### src/rtl/rau_pkg.sv
// Package with shared types and constants of the rational unit.
`default_nettype none
package rau_pkg;
    localparam int DEF_WIDTH = 32;
    localparam int QDEPTH    = 2;

    typedef enum logic [2:0] {
        OP_ADD = 3'd0,
        OP_SUB = 3'd1,
        OP_MUL = 3'd2,
        OP_DIV = 3'd3,
        OP_EQ  = 3'd4,
        OP_GT  = 3'd5,
        OP_LT  = 3'd6,
        OP_NOP = 3'd7
    } op_t;

    // Item as it passes from the front part to the back part.
    typedef struct packed {
        op_t         op;
        logic [31:0] an;
        logic [31:0] ad;
        logic [31:0] bn;
        logic [31:0] bd;
    } item_t;

    typedef struct packed {
        logic [31:0] num;
        logic [30:0] den;
        logic        cmp;
        logic        dz;
    } res_t;
endpackage
`default_nettype wire

### src/rtl/rational_arithmetic_unit_core.sv
// Top level of the rational arithmetic unit.
// Usage: an input transaction on s_* carries an operation code and two fractions.
// Each produces exactly one result transaction on m_*, in order.
// A two-entry queue in the front part takes items while the back part works.
// The back part handles one item at a time: up to four products on one
// WIDTH by WIDTH multiplier, then Euclid's gcd and two divisions, all run
// one bit per cycle on a shared shift-subtract divider.
// Greater and less skip the reduction; arithmetic with a zero numerator or
// denominator skips the gcd and the divisions, and otherwise the divider runs
// Euclid's gcd and then both divisions.
// An equal compare reduces both operands, one after the other.
// The back part takes a new item only when idle, after its last result moved out.
// A result waits in the output register while m_ready is low; the back part
// finishes one more item and then holds it, and the queue keeps accepting until
// full. Reset (aresetn low, synchronous) empties the queue and drops any
// pending result.
`default_nettype none
module rational_arithmetic_unit_core #(
    parameter int WIDTH = rau_pkg::DEF_WIDTH
) (
    input  wire logic        aclk,
    input  wire logic        aresetn,
    input  wire logic        s_valid,
    output logic             s_ready,
    input  wire logic [2:0]  s_req_type,
    input  wire logic [31:0] s_a_num,
    input  wire logic [31:0] s_a_den,
    input  wire logic [31:0] s_b_num,
    input  wire logic [31:0] s_b_den,
    output logic             m_valid,
    input  wire logic        m_ready,
    output logic [31:0]      m_res_num,
    output logic [30:0]      m_res_den,
    output logic             m_cmp_true,
    output logic             m_div_by_zero
);
    import rau_pkg::*;

    item_t s_item, q_item;
    res_t  r_res;
    logic  q_valid, q_ready;

    assign s_item = '{op: op_t'(s_req_type), an: s_a_num, ad: s_a_den,
                      bn: s_b_num, bd: s_b_den};

    rau_front u_front (
        .aclk(aclk), .aresetn(aresetn), .s_valid(s_valid), .s_ready(s_ready),
        .s_item(s_item), .q_valid(q_valid), .q_ready(q_ready), .q_item(q_item)
    );

    rau_back #(.WIDTH(WIDTH)) u_back (
        .aclk(aclk), .aresetn(aresetn), .q_valid(q_valid), .q_ready(q_ready),
        .q_item(q_item), .r_valid(m_valid), .r_ready(m_ready), .r_res(r_res)
    );

    assign m_res_num     = r_res.num;
    assign m_res_den     = r_res.den;
    assign m_cmp_true    = r_res.cmp;
    assign m_div_by_zero = r_res.dz;
endmodule
`default_nettype wire

### src/rtl/rau_front.sv
// Front part: takes input transactions and queues them for the back part.
`default_nettype none
module rau_front (
    input  wire logic           aclk,
    input  wire logic           aresetn,
    input  wire logic           s_valid,
    output logic                s_ready,
    input  wire rau_pkg::item_t s_item,
    output logic                q_valid,
    input  wire logic           q_ready,
    output rau_pkg::item_t      q_item
);
    import rau_pkg::*;

    item_t      mem_reg [QDEPTH];
    logic       wp_reg, wp_next, rp_reg, rp_next;
    logic [1:0] cnt_reg, cnt_next;
    logic       push, pop;

    assign s_ready = (cnt_reg != 2'(QDEPTH));
    assign q_valid = (cnt_reg != 2'd0);
    assign q_item  = mem_reg[rp_reg];
    assign push    = s_valid && s_ready;
    assign pop     = q_valid && q_ready;

    // Queue pointer and fill count update.
    always_comb begin
        wp_next  = push ? ~wp_reg : wp_reg;
        rp_next  = pop  ? ~rp_reg : rp_reg;
        cnt_next = cnt_reg + {1'b0, push} - {1'b0, pop};
    end

    always_ff @(posedge aclk) begin
        if (!aresetn) begin
            wp_reg  <= 1'b0;
            rp_reg  <= 1'b0;
            cnt_reg <= 2'd0;
        end else begin
            wp_reg  <= wp_next;
            rp_reg  <= rp_next;
            cnt_reg <= cnt_next;
        end
    end

    // Queue storage.
    always_ff @(posedge aclk) begin
        if (push) begin
            mem_reg[wp_reg] <= s_item;
        end
    end
endmodule
`default_nettype wire

### src/rtl/rau_back.sv
// Back part: sequencer with shared multiplier and bit-serial divider.
`default_nettype none
module rau_back #(
    parameter int WIDTH = rau_pkg::DEF_WIDTH
) (
    input  wire logic           aclk,
    input  wire logic           aresetn,
    input  wire logic           q_valid,
    output logic                q_ready,
    input  wire rau_pkg::item_t q_item,
    output logic                r_valid,
    input  wire logic           r_ready,
    output rau_pkg::res_t       r_res
);
    import rau_pkg::*;

    localparam int CW = $clog2(WIDTH + 1);

    typedef enum logic [10:0] {
        S_IDLE = 11'b00000000001,
        S_MUL  = 11'b00000000010,
        S_COMB = 11'b00000000100,
        S_RED  = 11'b00000001000,
        S_GCD  = 11'b00000010000,
        S_DIVN = 11'b00000100000,
        S_DIVD = 11'b00001000000,
        S_FIN  = 11'b00010000000,
        S_EQ2  = 11'b00100000000,
        S_CMP  = 11'b01000000000,
        S_OUT  = 11'b10000000000
    } state_t;

    state_t state_reg, state_next;
    op_t    op_reg;
    logic [WIDTH-1:0] an_reg, ad_reg, bn_reg, bd_reg;
    logic [WIDTH-1:0] p_reg [4];
    logic [1:0]       mi_reg;
    logic [WIDTH-1:0] x_reg, y_reg;
    logic [WIDTH-1:0] g_reg, h_reg, rem_reg, quo_reg, dvd_reg, rn_reg, n0_reg;
    logic [CW-1:0]    bit_reg;
    logic             neg_reg, zd_reg, pass_reg;
    logic [WIDTH-1:0] eqn_reg;
    logic [WIDTH-1:0] eqd_reg;
    res_t             res_reg;
    res_t             out_reg;
    logic             rv_reg, rv_next;

    // Multiplier operands chosen by index.
    logic [WIDTH-1:0] ma, mb;
    always_comb begin
        ma = an_reg;
        mb = bd_reg;
        case (mi_reg)
            2'd0: begin ma = an_reg; mb = bd_reg; end
            2'd1: begin
                ma = (op_reg == OP_MUL) ? an_reg : bn_reg;
                mb = (op_reg == OP_MUL) ? bn_reg : ad_reg;
            end
            2'd2: begin
                ma = ad_reg;
                mb = (op_reg == OP_DIV) ? bn_reg : bd_reg;
            end
            default: begin ma = ad_reg; mb = bn_reg; end
        endcase
    end
    logic [2*WIDTH-1:0] prod;
    assign prod = ma * mb;

    // Magnitudes of the operands going into reduction.
    logic [WIDTH-1:0] xmag, ymag;
    assign xmag = x_reg[WIDTH-1] ? -x_reg : x_reg;
    assign ymag = y_reg[WIDTH-1] ? -y_reg : y_reg;

    // One restoring division step.
    logic [WIDTH:0]   trial;
    logic [WIDTH-1:0] divisor;
    assign divisor = (state_reg == S_GCD) ? h_reg : g_reg;
    assign trial   = {rem_reg, dvd_reg[WIDTH-1]} - {1'b0, divisor};

    // Remainder after a step, and the quotient bit.
    logic [WIDTH-1:0] rem_after;
    logic             qbit;
    assign qbit      = !trial[WIDTH];
    assign rem_after = qbit ? trial[WIDTH-1:0] : {rem_reg[WIDTH-2:0], dvd_reg[WIDTH-1]};

    // Final signed numerator.
    logic [WIDTH-1:0] fin_num;
    assign fin_num = neg_reg ? -quo_reg : quo_reg;

    // Compare products after moving denominator signs onto numerators.
    logic signed [WIDTH-1:0] ln, rn;
    assign ln = signed'(p_reg[0]);
    assign rn = signed'(p_reg[1]);

    assign q_ready = (state_reg == S_IDLE);
    assign r_valid = rv_reg;
    assign r_res   = out_reg;

    always_comb begin
        state_next = state_reg;
        unique case (state_reg)
            S_IDLE: if (q_valid) state_next = S_MUL;
            S_MUL:  if (mi_reg == 2'd3 || (op_reg == OP_GT || op_reg == OP_LT)
                        && mi_reg == 2'd1) state_next = S_COMB;
            S_COMB: state_next = (op_reg == OP_GT || op_reg == OP_LT) ? S_CMP : S_RED;
            S_RED:  state_next = (xmag == '0) ? S_FIN :
                                 (ymag == '0) ? S_FIN : S_GCD;
            S_GCD:  if (bit_reg == CW'(1) && rem_after == '0) state_next = S_DIVN;
            S_DIVN: if (bit_reg == CW'(1)) state_next = S_DIVD;
            S_DIVD: if (bit_reg == CW'(1)) state_next = S_FIN;
            S_FIN:  state_next = (op_reg == OP_EQ && !pass_reg) ? S_EQ2 :
                                 (op_reg == OP_EQ) ? S_CMP : S_OUT;
            S_EQ2:  state_next = S_RED;
            S_CMP:  state_next = S_OUT;
            S_OUT:  if (!rv_reg || r_ready) state_next = S_IDLE;
            default: state_next = S_IDLE;
        endcase
    end

    // Output valid: cleared when taken, set when a new result moves out.
    always_comb begin
        rv_next = rv_reg;
        if (r_valid && r_ready) rv_next = 1'b0;
        if (state_reg == S_OUT && state_next == S_IDLE) rv_next = 1'b1;
    end

    always_ff @(posedge aclk) begin
        if (!aresetn) begin
            state_reg <= S_IDLE;
            rv_reg    <= 1'b0;
        end else begin
            state_reg <= state_next;
            rv_reg    <= rv_next;
        end
    end

    // Datapath registers.
    always_ff @(posedge aclk) begin
        unique case (state_reg)
            S_IDLE: begin
                op_reg   <= q_item.op;
                mi_reg   <= 2'd0;
                pass_reg <= 1'b0;
                res_reg  <= '{num: '0, den: 31'd1, cmp: 1'b0, dz: 1'b0};
                if ((q_item.op == OP_GT || q_item.op == OP_LT) && q_item.ad[WIDTH-1]) begin
                    an_reg <= -q_item.an[WIDTH-1:0];
                    ad_reg <= -q_item.ad[WIDTH-1:0];
                end else begin
                    an_reg <= q_item.an[WIDTH-1:0];
                    ad_reg <= q_item.ad[WIDTH-1:0];
                end
                if ((q_item.op == OP_GT || q_item.op == OP_LT) && q_item.bd[WIDTH-1]) begin
                    bn_reg <= -q_item.bn[WIDTH-1:0];
                    bd_reg <= -q_item.bd[WIDTH-1:0];
                end else begin
                    bn_reg <= q_item.bn[WIDTH-1:0];
                    bd_reg <= q_item.bd[WIDTH-1:0];
                end
            end
            S_MUL: begin
                p_reg[mi_reg] <= prod[WIDTH-1:0];
                mi_reg <= mi_reg + 2'd1;
            end
            S_COMB: begin
                unique case (op_reg)
                    OP_ADD: begin x_reg <= p_reg[0] + p_reg[1]; y_reg <= p_reg[2]; end
                    OP_SUB: begin x_reg <= p_reg[0] - p_reg[1]; y_reg <= p_reg[2]; end
                    OP_MUL: begin x_reg <= p_reg[1]; y_reg <= p_reg[2]; end
                    OP_DIV: begin x_reg <= p_reg[0]; y_reg <= p_reg[2]; end
                    OP_EQ:  begin x_reg <= an_reg; y_reg <= ad_reg; end
                    default: begin x_reg <= p_reg[0]; y_reg <= p_reg[2]; end
                endcase
            end
            S_RED: begin
                // A zero denominator keeps the numerator unreduced with its own sign.
                neg_reg <= (ymag == '0) ? x_reg[WIDTH-1] : (x_reg[WIDTH-1] ^ y_reg[WIDTH-1]);
                quo_reg <= (ymag == '0) ? xmag : '0;
                zd_reg  <= (ymag == '0);
                n0_reg  <= xmag;
                g_reg   <= xmag;
                h_reg   <= ymag;
                dvd_reg <= xmag;
                rem_reg <= '0;
                bit_reg <= CW'(WIDTH);
                rn_reg  <= ymag;
            end
            S_GCD: begin
                // Euclid: one shift-subtract step of g mod h per cycle.
                if (bit_reg == CW'(1)) begin
                    g_reg   <= h_reg;
                    rem_reg <= '0;
                    bit_reg <= CW'(WIDTH);
                    if (rem_after == '0) begin
                        dvd_reg <= n0_reg;
                        quo_reg <= '0;
                    end else begin
                        h_reg   <= rem_after;
                        dvd_reg <= h_reg;
                    end
                end else begin
                    rem_reg <= rem_after;
                    dvd_reg <= {dvd_reg[WIDTH-2:0], 1'b0};
                    bit_reg <= bit_reg - CW'(1);
                end
            end
            S_DIVN, S_DIVD: begin
                if (bit_reg == CW'(1)) begin
                    if (state_reg == S_DIVN) begin
                        n0_reg  <= {quo_reg[WIDTH-2:0], qbit};
                        dvd_reg <= rn_reg;
                        rem_reg <= '0;
                        quo_reg <= '0;
                        bit_reg <= CW'(WIDTH);
                    end else begin
                        rn_reg  <= {quo_reg[WIDTH-2:0], qbit};
                        quo_reg <= n0_reg;
                        bit_reg <= bit_reg - CW'(1);
                    end
                end else begin
                    rem_reg <= rem_after;
                    dvd_reg <= {dvd_reg[WIDTH-2:0], 1'b0};
                    quo_reg <= {quo_reg[WIDTH-2:0], qbit};
                    bit_reg <= bit_reg - CW'(1);
                end
            end
            S_FIN: begin
                if (op_reg == OP_EQ) begin
                    // A zero numerator always reduces to 0/1.
                    eqn_reg  <= (n0_reg == '0) ? '0 : fin_num;
                    eqd_reg  <= (n0_reg == '0) ? WIDTH'(1) : zd_reg ? '0 : rn_reg;
                    pass_reg <= 1'b1;
                    res_reg  <= '{num: '0, den: 31'd1, cmp: 1'b0, dz: 1'b0};
                end else if (op_reg == OP_DIV && bn_reg == '0) begin
                    res_reg <= '{num: '0, den: 31'd1, cmp: 1'b0, dz: 1'b1};
                end else if (op_reg == OP_NOP || n0_reg == '0) begin
                    res_reg <= '{num: '0, den: 31'd1, cmp: 1'b0, dz: 1'b0};
                end else begin
                    res_reg <= '{num: 32'(signed'(fin_num)),
                                 den: zd_reg ? 31'd0 : 31'(rn_reg),
                                 cmp: 1'b0, dz: 1'b0};
                end
            end
            S_EQ2: begin
                x_reg <= bn_reg;
                y_reg <= bd_reg;
                p_reg[3] <= eqn_reg;
                p_reg[2] <= eqd_reg;
            end
            S_CMP: begin
                if (op_reg == OP_EQ)
                    res_reg.cmp <= (p_reg[3] == eqn_reg) && (p_reg[2] == eqd_reg);
                else
                    res_reg.cmp <= (op_reg == OP_GT) ? (ln > rn) : (ln < rn);
            end
            S_OUT: begin
                // Move the result out once the output register is free.
                if (state_next == S_IDLE) out_reg <= res_reg;
            end
            default: ;
        endcase
    end
endmodule
`default_nettype wire

### config.mk
export PLATFORM = sky130hd
export DESIGN_NAME = rational_arithmetic_unit_core
export DESIGN_NICKNAME = d
export VERILOG_FILES = /design/src/rtl/rau_pkg.sv /design/src/rtl/rational_arithmetic_unit_core.sv /design/src/rtl/rau_front.sv /design/src/rtl/rau_back.sv
export SDC_FILE = /design/constraint.sdc
export NUM_CORES = 2
export LEC_CHECK = 0
export BUFFER_PORTS_ARGS = -buffer_cell sky130_fd_sc_hd__buf_2
export CAP_MARGIN = 10
export CORE_MARGIN = 4
export CORE_UTILIZATION = 40
export DETAILED_ROUTE_END_ITERATION = 10
export PLACE_DENSITY = 0.62
export SLEW_MARGIN = 5
export SYNTH_ARGS = -nofsm -noshare
export SYNTH_HDL_FRONTEND = slang
export SYNTH_SLANG_ARGS = --single-unit
### constraint.sdc
create_clock -name aclk -period 17 [get_ports aclk]
set_input_delay 1.7 -clock aclk [delete_from_list [all_inputs] [get_ports aclk]]
set_output_delay 1.7 -clock aclk [all_outputs]
set_load 0.05 [all_outputs]
Word level (Yosys, flattened, before mapping):

Memory sizes are Yosys's and may differ from the RTL's. A register that Yosys moved wholly into a read port is not among the register bits.
Cells that the tools add are included.

* memories: 2
* bits in writable memories: 390
* register bits: 640
* output and inout port bits: 67

Memories
* u_front.mem_reg: words 2, width 131, rd ports 1, clocked after Yosys merged registers in 1, wr ports 1, line rau_front.sv:15 `item_t mem_reg [QDEPTH];`
* u_back.p_reg: words 4, width 32, rd ports 4, clocked after Yosys merged registers in 0, wr ports 2, line rau_back.sv:36 `logic [WIDTH-1:0] p_reg [4];`

* $mul: 1
* muxes and demuxes: 87
* reduce and logical (&&, ||, !) cells: 47
* eq/ne operators: 36
* order comparisons: 2
* $add $sub $neg: 14
* bitwise logic cells: 3

Operator list (number)
* $mux W32: 33
* $pmux W32 S2: 7
* $pmux W32 S3: 4
* $neg A32 Y32: 7
* $mux W65: 3
* $logic_not A32 Y1: 5
* $pmux W32 S4: 1
* $pmux W63 S2: 1
* $pmux W11 S11: 1
* $mux W11: 9
* $eq A32 B32 Y1: 2
* $sub A33 B32 Y33: 1
* $add A32 B32 Y32: 1
* $gt A32 B32 Y1: 1
* $lt A32 B32 Y1: 1
* $mul A32 B32 Y32: 1
* $reduce_or A32 Y1: 1
* $sub A32 B32 Y32: 1
* $mux W31: 1
* $eq A11 B1 Y1 const B: 2
* $eq A3 B3 Y1 const B: 6
* $mux W6: 3
* $pmux W6 S3: 1
* $mux W1: 16
* 40 further kinds: 81

Longest topological paths before layout:

* depth after elaboration: 11
* mapped depth: 39

Cells and area by module:

A second synthesis with hierarchy kept.

* cell total of the unflattened synthesis: 6190
* area, all modules: 68358.1 µm²

By module, submodules not included
* rau_back: times used 1, cells each 5758, area an instance 58295.9 µm²
* rau_front: times used 1, cells each 432, area an instance 10062.2 µm²

Least setup slack after synthesis:

No wires, ideal clock.

* path type: reg-to-reg
* start point: register u_back.mi_reg[0]
* end point: memory u_back.p_reg[2][31] (netlist bit) (data pin)
* data required time: 16.746 ns
* path buffers: 6
* slack: 7.677 ns
* library setup time: 0.254 ns
* period minus slack after synthesis: 9.323 ns
* data arrival time: 9.068 ns
* cell stages (with the launch flop): 37
* cells stage by stage: edfxtp_1 ha_1 clkbuf_1 nor2_1 clkbuf_1 buf_1 clkbuf_1 buf_1 a221o_1 clkbuf_1 nand2_1 fa_1 inv_1 fa_1 fa_1 inv_1 fa_1 inv_1 fa_1 inv_1 fa_1 inv_1 fa_1 fa_1 ha_1 a21o_1 a21o_1 a21oi_1 o22ai_1 a41oi_1 o21ai_0 a31oi_1 o21ai_0 a31oi_1 xnor2_1 nand2b_1 o21a_1

RTL lines
* start, declared: line rau_back.sv:37 `logic [1:0] mi_reg;`
* start signal, assigned: line rau_back.sv:162 `mi_reg <= mi_reg + 2'd1;`
* end, declared: line rau_back.sv:36

==> impl_metrics.tcl <==
set metrics [dict create \
    path_buf_inv 6 \
    ys_types 83 \
    drive_above_1_share 0.0900 \
    cts_setup_buffers 0 \
    fin_skew_ns 0.0549 \
    tightestPinTransition_ns 1.16 \
    place.gp.congestion 1.01 \
    insertion_delay_ns 0.77 \
    setup_viol 0 \
    syn-instance-count 6365 \
    fmax_mhz 95.5 \
    die-height_um 421 \
    io_pins 202 \
    hold_path.class "flop to flop" \
    arrival_ns 10.94 \
    cts-root-buf "clkbuf_16" \
    cp_max_fo 38 \
    grt_setup_unrepaired "no" \
    crit_top_cell "fa_1" \
    seqCellArea_sq_mm 0.0308 \
    synth_compound_area_frac 0.108 \
    synth.net_count 7144 \
    synth_area_leaders "edfxtp_1, fa_1, mux2i_1" \
    yosysMostFrequentCell "edfxtp_1" \
    wirelength_um 238000 \
    cts-resized-gates 0 \
    nFillCells 15672 \
    slowest_stage "fa_1" \
    ant_nets 0 \
    die_w_um 421 \
    synth_common_cells "edfxtp_1, nor2_1, nand2_1, inv_1, fa_1" \
    syn_area_sq_mm 0.0682 \
    rrSetupSlack_ns 6.53 \
    hold_viol 0 \
    tritoncts "done" \
    synth_edf_count 1014 \
    synth_top_area_cell "edfxtp_1" \
    synthSimpleGateAreaFrac 0.127 \
    critPathRequiredTime_ns 17.47 \
    cts_hold_buffers 0 \
    synthToLayoutAreaGrowth_pct 10.7 \
    gr-total-overflow 0 \
    vias 51089 \
    end_kind "flop" \
    yosysWarnings 0 \
    nets 7274 \
    synth_top_family_by_area "adder cells" \
    multi_input_area_sq_mm 0.0344 \
    finalSetupTns_ns 0 \
    cts_sinks 1031 \
    final_cells 8805 \
    slew_headroom 0.221 \
    grt_pass1_wl_um 343000 \
    ys.flop_type "edfxtp_1" \
    maxCapViolations 0 \
    hpwlAfterDp_um 183000 \
    clkTransAtPathRegs_ns 0.07 \
    cts_buffer_depth 3 \
    num_rows 151 \
    drtIter0Drc 5209 \
    synthArstFlopShare 0 \
    syn_avg_cell_area_sq_um 10.7 \
    crit_family "adder cells" \
    port_buffers 201 \
    slew_viol_final 0 \
    grt_pass1_vias 49584 \
    grt_start_max_net_pins 133 \
    antenna_found_initial 14 \
    synth-adder-area-share 0.163 \
    core_sq_mm 0.169 \
    track_usage 0.262 \
    dp_cells 8607 \
    cts_buffers 104 \
    fin_util 0.446 \
    via_per_inst 5.80 \
    remaining_drc_errors 0 \
    min_period_ns 10.47 \
    largest_reg_flops 262 \
    synthXorXnorAreaFrac 0.0539 \
    synth_seq_cells 1031 \
    die-area_sq_mm 0.177 \
    routedWlPerCell_um 27.1 \
    path_class "flop to flop" \
    crit_path_start_kind "flop" \
    synth.top_cell.area_share 0.446 \
    start_util 0.403 \
    ys_seq_area_frac 0.451 \
    cts-htree-levels 3 \
    first_pass_iters 9 \
    cpPeakStageDelay_ns 0.57 \
    status "complete, no violations" \
    fin_crit_sh 0.616 \
    synth_mux_area_frac 0.0484 \
]
-- stage by stage --
step,cell area (sq um),worst slack (ns),hold WS (ns)
finish,75500,6.53,0.418
global route,75500,6.05,0.422
CTS,75500,6.66,0.419
detailed placement,72000,6.72,0.405
global placement,72000,6.87,0.403
floorplan,68200,7.68,0.400
-- final cells by class --
class                      count  area share
clock inverter                67      0.0101
clock buffer                 119      0.0352
timing repair buffer         328      0.0263
tap                         2218      0.0368
inverter                     549      0.0273
sequential                  1031       0.408
multi-input combinational   4481       0.456
antenna                       12    0.000398
-- placed cells by master, fill, tap and decap left out, drive strengths merged, types with 17 or more instances in the layout --
master  instances
a22oi          39
nor4           53
a211oi         28
xor2          191
a31oi          31
a21oi         374
nand2         598
nor2b          31
o21a           39
or2            27
and2          107
mux2           23
o21bai         24
a221o          26
nand2b         46
dfxtp          17
clkbuf        119
o21ai         209
ha            233
nand4          24
mux2i         304
buf           328
nor2          765
o22ai          86
nor3          121
xnor2         221
o41ai          21
fa            411
nor3b          19
and3           32
o211ai         20
a21o           56
o31ai          44
inv           555
or4            25
nand3          41
edfxtp       1014
a221oi         43
or3            22
clkinv         40
-- path summary, 6_finish.rpt --
check                                                 startpoint                       endpoint  cells after the start
worst max-delay path              u_back.mi_reg[0]$_SDFFCE_PN0P_  u_back.p_reg[2][31]$_DFFE_PP_                     33
worst min-delay path            u_back.res_reg[32]$_SDFFCE_PP0P_     u_back.r_res[32]$_DFFE_PP_                      0
worst max register to register    u_back.mi_reg[0]$_SDFFCE_PN0P_  u_back.p_reg[2][31]$_DFFE_PP_                     33
worst min register to register  u_back.res_reg[32]$_SDFFCE_PP0P_     u_back.r_res[32]$_DFFE_PP_                      0
-- layer usage --
layer  part of all wire  global-route usage
met1               0.39               0.342
met5            0.00016                   0
met4              0.068               0.142
met2               0.44               0.405
met3              0.095              0.0632
-- kinds of logic (layout without fill, tap and decap cells) --
family | Yosys count | in the layout
simple gates | 1941 | 1941
compound gates | 1154 | 1154
flops | 1031 | 1031
buf+inv | 853 | 1063
fa+ha+maj | 644 | 644
xor+xnor | 415 | 415
mux | 327 | 327
other cells | 0 | 12
Power is not shown: default switching activity piles up to over one toggle a cycle in this logic, so the estimate is an artifact.
